**src/lcs_pkg.sv**
```systemverilog
package lcs_pkg;

	// default capacity of the first-sequence store
	localparam int MAX_LEN_DEF = 16;
	// widest capacity the wave fields are sized for
	localparam int MAX_LEN_HI  = 256;
	localparam int WAVE_W      = $clog2(MAX_LEN_HI + 1);

	// func codes
	localparam logic FUNC_LOAD = 1'b0;
	localparam logic FUNC_FEED = 1'b1;

	typedef struct packed {
		logic       func;
		logic [7:0] symbol;
		logic       last;
	} item_t;

	typedef struct packed {
		logic [4:0] lcs_length;
		logic       overflow;
	} result_t;

	// one second-sequence symbol travelling along the row of cells
	typedef struct packed {
		logic              vld;
		logic              last;
		logic [7:0]        sym;
		logic [WAVE_W-1:0] lim;   // stored symbol count when the item entered
		logic [WAVE_W-1:0] diag;  // old score of the cell to the left
		logic [WAVE_W-1:0] left;  // new score of the cell to the left
	} wave_t;

endpackage

```
**src/lcs_length_engine.sv**
```systemverilog
// lcs_length_engine: length of the longest common subsequence of two byte
// sequences, computed by a row of MAX_LEN cells.
// Input: an item is taken at a clock edge with start high and busy low.
//   func = load stores a first-sequence symbol in the next free cell; loads
//   past MAX_LEN are dropped and flagged. func = feed sends a second-sequence
//   symbol into cell 0; it moves one cell per cycle, updating each stored
//   score on the way. Loads and feeds without last go at one per cycle while busy is low.
// Output: done is high for exactly one cycle with result valid; the receiver
//   cannot stall it and must take it in that cycle.
// Final item: a feed with last set makes busy high from the next cycle; the
//   item crosses the row of MAX_LEN cells, done rises as it leaves the last
//   cell and busy falls in the cycle after done, so a pair's final
//   item holds the block until the result has been given.
// After the result the symbol count and overflow flag clear, ready for the
// next pair. Reset (arst_n low) empties the store and clears all flags.
module lcs_length_engine import lcs_pkg::*; #(
	parameter int MAX_LEN = MAX_LEN_DEF
) (
	input  logic    clk,
	input  logic    arst_n,
	input  logic    start,
	input  item_t   item,
	output logic    busy,
	output logic    done,
	output result_t result
);

	localparam int CW = $clog2(MAX_LEN + 1);

	logic          busy_q;
	logic          dropped_q;
	logic [CW-1:0] count_q;
	logic          acc;
	logic          load_acc;
	logic          feed_acc;
	logic          full;
	wave_t         wave_head;
	wave_t         wave [MAX_LEN];

	assign acc      = start && !busy_q;
	assign load_acc = acc && (item.func == FUNC_LOAD);
	assign feed_acc = acc && (item.func == FUNC_FEED);
	assign full     = (count_q == CW'(MAX_LEN));

	// item entering cell 0
	always_comb begin
		wave_head.vld  = feed_acc;
		wave_head.last = item.last;
		wave_head.sym  = item.symbol;
		wave_head.lim  = WAVE_W'(count_q);
		wave_head.diag = '0;
		wave_head.left = '0;
	end

	// row of cells
	for (genvar k = 0; k < MAX_LEN; k++) begin : g_cell
		lcs_cell #(.K(k)) u_cell (
			.clk      (clk),
			.arst_n   (arst_n),
			.load_en  (load_acc && (count_q == CW'(k))),
			.load_sym (item.symbol),
			.wave_in  ((k == 0) ? wave_head : wave[(k == 0) ? 0 : k - 1]),
			.wave_out (wave[k])
		);
	end

	// result leaves the end of the row
	assign done              = wave[MAX_LEN-1].vld && wave[MAX_LEN-1].last;
	assign result.lcs_length = wave[MAX_LEN-1].left[4:0];
	assign result.overflow   = dropped_q;
	assign busy              = busy_q;

	// fill count, overflow flag, busy
	always_ff @(posedge clk or negedge arst_n) begin
		if (!arst_n) begin
			count_q   <= '0;
			dropped_q <= 1'b0;
			busy_q    <= 1'b0;
		end else begin
			if (done) begin
				count_q   <= '0;
				dropped_q <= 1'b0;
				busy_q    <= 1'b0;
			end else begin
				if (load_acc) begin
					if (full) begin
						dropped_q <= 1'b1;
					end else begin
						count_q <= count_q + CW'(1);
					end
				end
				if (feed_acc && item.last) begin
					busy_q <= 1'b1;
				end
			end
		end
	end

	// checks
	a_done_busy: assert property (@(posedge clk) disable iff (!arst_n)
		done |-> busy_q)
		else $error("result strobe outside busy window");

	a_busy_after_last: assert property (@(posedge clk) disable iff (!arst_n)
		(feed_acc && item.last) |=> busy_q)
		else $error("busy not raised after final item");

	a_clear_after_done: assert property (@(posedge clk) disable iff (!arst_n)
		done |=> (!busy_q && count_q == '0 && !dropped_q))
		else $error("state not cleared after result");

	a_count_range: assert property (@(posedge clk) disable iff (!arst_n)
		count_q <= CW'(MAX_LEN))
		else $error("symbol count beyond capacity");

	a_len_bound: assert property (@(posedge clk) disable iff (!arst_n)
		done |-> (wave[MAX_LEN-1].left <= wave[MAX_LEN-1].lim))
		else $error("length exceeds stored symbol count");

endmodule

```
**src/lcs_cell.sv**
```systemverilog
module lcs_cell import lcs_pkg::*; #(
	parameter int K = 0
) (
	input  logic       clk,
	input  logic       arst_n,
	input  logic       load_en,
	input  logic [7:0] load_sym,
	input  wave_t      wave_in,
	output wave_t      wave_out
);

	logic [7:0]        sym_q;
	logic [WAVE_W-1:0] score_q;
	logic              vld_q;
	logic              last_q;
	logic [7:0]        wsym_q;
	logic [WAVE_W-1:0] lim_q;
	logic [WAVE_W-1:0] diag_q;
	logic [WAVE_W-1:0] left_q;
	logic              active;
	logic [WAVE_W-1:0] best;
	logic [WAVE_W-1:0] val;

	// cell takes part only if it held a symbol when the item entered
	assign active = wave_in.vld && (WAVE_W'(K) < wave_in.lim);

	// match: diagonal plus one, else the larger neighbour
	always_comb begin
		best = (wave_in.left > score_q) ? wave_in.left : score_q;
		val  = (sym_q == wave_in.sym) ? wave_in.diag + WAVE_W'(1) : best;
	end

	// stored symbol and score
	always_ff @(posedge clk or negedge arst_n) begin
		if (!arst_n) begin
			score_q <= '0;
		end else if (load_en) begin
			score_q <= '0;
		end else if (active) begin
			score_q <= val;
		end
	end

	always_ff @(posedge clk) begin
		if (load_en) begin
			sym_q <= load_sym;
		end
	end

	// hand the item on; idle cells pass the left score through
	always_ff @(posedge clk or negedge arst_n) begin
		if (!arst_n) begin
			vld_q <= 1'b0;
		end else begin
			vld_q <= wave_in.vld;
		end
	end

	always_ff @(posedge clk) begin
		last_q <= wave_in.last;
		wsym_q <= wave_in.sym;
		lim_q  <= wave_in.lim;
		diag_q <= score_q;
		left_q <= active ? val : wave_in.left;
	end

	always_comb begin
		wave_out.vld  = vld_q;
		wave_out.last = last_q;
		wave_out.sym  = wsym_q;
		wave_out.lim  = lim_q;
		wave_out.diag = diag_q;
		wave_out.left = left_q;
	end

endmodule
```
**config.mk**
```make
export PLATFORM = sky130hd
export DESIGN_NAME = lcs_length_engine
export DESIGN_NICKNAME = d
export VERILOG_FILES = /design/src/lcs_pkg.sv /design/src/lcs_length_engine.sv /design/src/lcs_cell.sv
export SDC_FILE = /design/constraint.sdc
export NUM_CORES = 1
export LEC_CHECK = 0
export ABC_AREA = 1
export BUFFER_PORTS_ARGS = -buffer_cell sky130_fd_sc_hd__buf_2
export CORE_MARGIN = 2
export CORE_UTILIZATION = 63
export DETAILED_ROUTE_END_ITERATION = 10
export PLACE_DENSITY_LB_ADDON = 0.12
export SYNTH_ARGS = -nofsm -noshare
export SYNTH_HDL_FRONTEND = slang
export SYNTH_HIERARCHICAL = 1
export SYNTH_SLANG_ARGS = --single-unit
```
**constraint.sdc**
```tcl
create_clock -name clk -period 2.9 [get_ports clk]
set_input_delay 0.58 -clock clk [delete_from_list [all_inputs] [get_ports clk]]
set_output_delay 0.58 -clock clk [all_outputs]
set_load 0.1 [all_outputs]
```
==> results.md <==
- Status: complete, no violations
- Worst min-delay path class: in -> reg
- Hold_ws: 0.07421 ns
- Fin. Hold Viols: 0
- Worst Path Arrival: 1.78 ns
- Antenna-violating nets left: 0
- Initial Utilization: 63.80%
- CTS Hold Bufs: 1
- Die width: 248.5 um
- Via count: 27045
- CP max stage delay: 0.46 ns
- Crit-path slowest cell: buf_2
- Pleak: 20.02 nW
- Final #Nets: 4530
- Register Area: 18870 um2
- Final HPWL DP: 58130 um
- Slew Limit Headroom: 29.26%
- Worst setup SP type: flop
- Max Buffers Root-to-Sink: 3
- Crit. End Element: primary output
- Largest delay contributor family on the critical path: buffers and inverters
- Setup Buffers After CTS: 0
- PwrDens: 593.5 nW/um2
- Root buffer cell: clkbuf_16
- Overflow after GRT: 0
- Unrepaired setup endpoints after global routing: no
- Maximum fanout along the worst path: 7
- Cts repair resizes: 0
- Commonest non-fill, non-tap cells in the layout: nand2_1 (1129), inv_1 (574), nand3_1 (553)
- DR iter-0 viols: 1628
- TritonCTS buffer count: 83
- Number of global-route vias before repair: 26480
- Row cnt: 89
- Setup tns final: 0 ns
- Clk slew on worst S/H paths: 0.06 ns
- Layout area overhead: 10.65%
- Synth Warn #: 6
- Worst-case vdd ir drop: 0.6480 mV
- Leading cell type in the layout, fill and taps excluded: nand2_1
- Final WL: 79260 um
- Worst-Skew Late Latency: 0.63 ns
- Max-cap viol count: 0
- Post-DR wirelength/cell: 15.26 um
- Setup violators final: 0
- Post-synthesis cell count: 4217
- Port bufs: 20
- Clock sink count: 837
- Crit-path cells: nand2_2 > inv_1 > buf_2
- Actual slew at the worst max-slew pin: 1.055 ns
- Area used by multi-input combinational logic: 16280 um2
- Largest net degree at the start of global routing: 63
- GRT Total Usage: 25.88%
- Initial DRT Pass Iterations: 6
- Worst Skew: 0.02594 ns
- Final Max Tran Viols: 0
- CTS tree: done
- CP Class: reg -> out
- Die H: 248.5 um
- Core footprint: 59020 um2
- H-tree Lvls: 3
- Die area: 61740 um2
- Initial antenna violation count: 0
- Fmax: 423.8 MHz
- Synth Area per Inst: 8.930 um2
- DR vias/cell: 5.207
- Buf+Inv Stages, Crit Path: 2
- # IOs: 21
- Post-layout minimum cycle time: 2.360 ns
- Crit path required time: 2.32 ns
- Ratio of final minimum period to clock period: 81.37%
- DRC: 0
- First-pass GRT wire length: 131400 um
- # fillers: 4390
- Layout cells sized above 1: 12.24%
- Synth Cell Area: 37660 um2
- Number of diodes: 0
- Gp weighted congestion: 0.8825
-- layer usage --
layer	part of all wire [%]	routed length, um	track usage (%)
met5	0	0	0
met4	2.8	2242	7.904
met3	3.7	2967	3.287
met2	51	40590	47.25
met1	42	33450	31.77
-- state kept, by name, indices dropped and copies added (netlist names), 5 cells and up --
| name | flops |
|---|---|
| g_cell.u_cell/diag_q | 135 |
| g_cell.u_cell/last_q | 16 |
| count_q | 5 |
| g_cell.u_cell/lim_q | 131 |
| g_cell.u_cell/sym_q | 128 |
| g_cell.u_cell/wsym_q | 120 |
| g_cell.u_cell/score_q | 144 |
| g_cell.u_cell/vld_q | 16 |
| g_cell.u_cell/left_q | 140 |
-- path summary, 6_finish.rpt --
check | to | cells after the start | from | slack, ns
setup / recovery | done | 3 | g_cell[15].u_cell/vld_q | 0.54
setup reg to reg | g_cell[3].u_cell/score_q[6] | 10 | busy | 0.71
hold / removal | g_cell[0].u_cell/last_q | 1 | item[0] | 0.07
hold reg to reg | g_cell[11].u_cell/last_q | 0 | g_cell[10].u_cell/last_q | 0.32
min in group asynchronous | g_cell[15].u_cell/score_q[7] | 2 | arst_n | 0.52
max in group asynchronous | g_cell[8].u_cell/score_q[5] | 3 | arst_n | 1.61
-- where the power goes --
| group | internal, mW | switching [mW] | leakage, nW | total, mW |
|---|---|---|---|---|
| registers | 12.1 | 0.187 | 7.66 | 12.3 |
| clock network | 6.56 | 4.51 | 1.40 | 11.1 |
| logic | 0.483 | 0.922 | 11.0 | 1.40 |
-- stage by stage --
| stage | std cells | total power [mW] | utilization, % | area, um2 | setup WS (ns) |
|---|---|---|---|---|---|
| after floorplan | 4269 | 13.50 | - | 37850 | 0.3315 |
| after global placement | 5039 | 13.86 | 65.73 | 38790 | 0.5068 |
| after detailed placement | 5039 | 13.89 | 65.73 | 38790 | 0.4892 |
| after CTS | 5194 | 24.92 | 70.60 | 41670 | 0.5134 |
| after global routing | 5194 | 25.59 | 70.60 | 41670 | 0.4585 |
| final | 5194 | 24.73 | 70.60 | 41670 | 0.5402 |
-- final cells by class --
class                           count  share of cell area, %
Sequential cell                   837                  45.29
Multi-Input combinational cell   2767                  39.07
Clock buffer                      119                  5.795
Inverter                          609                  5.492
Tap cell                          773                  2.321
Clock inverter                     35                  1.084
Timing Repair Buffer               54                 0.9399
Note: power is estimated with default switching activity, not from simulation.
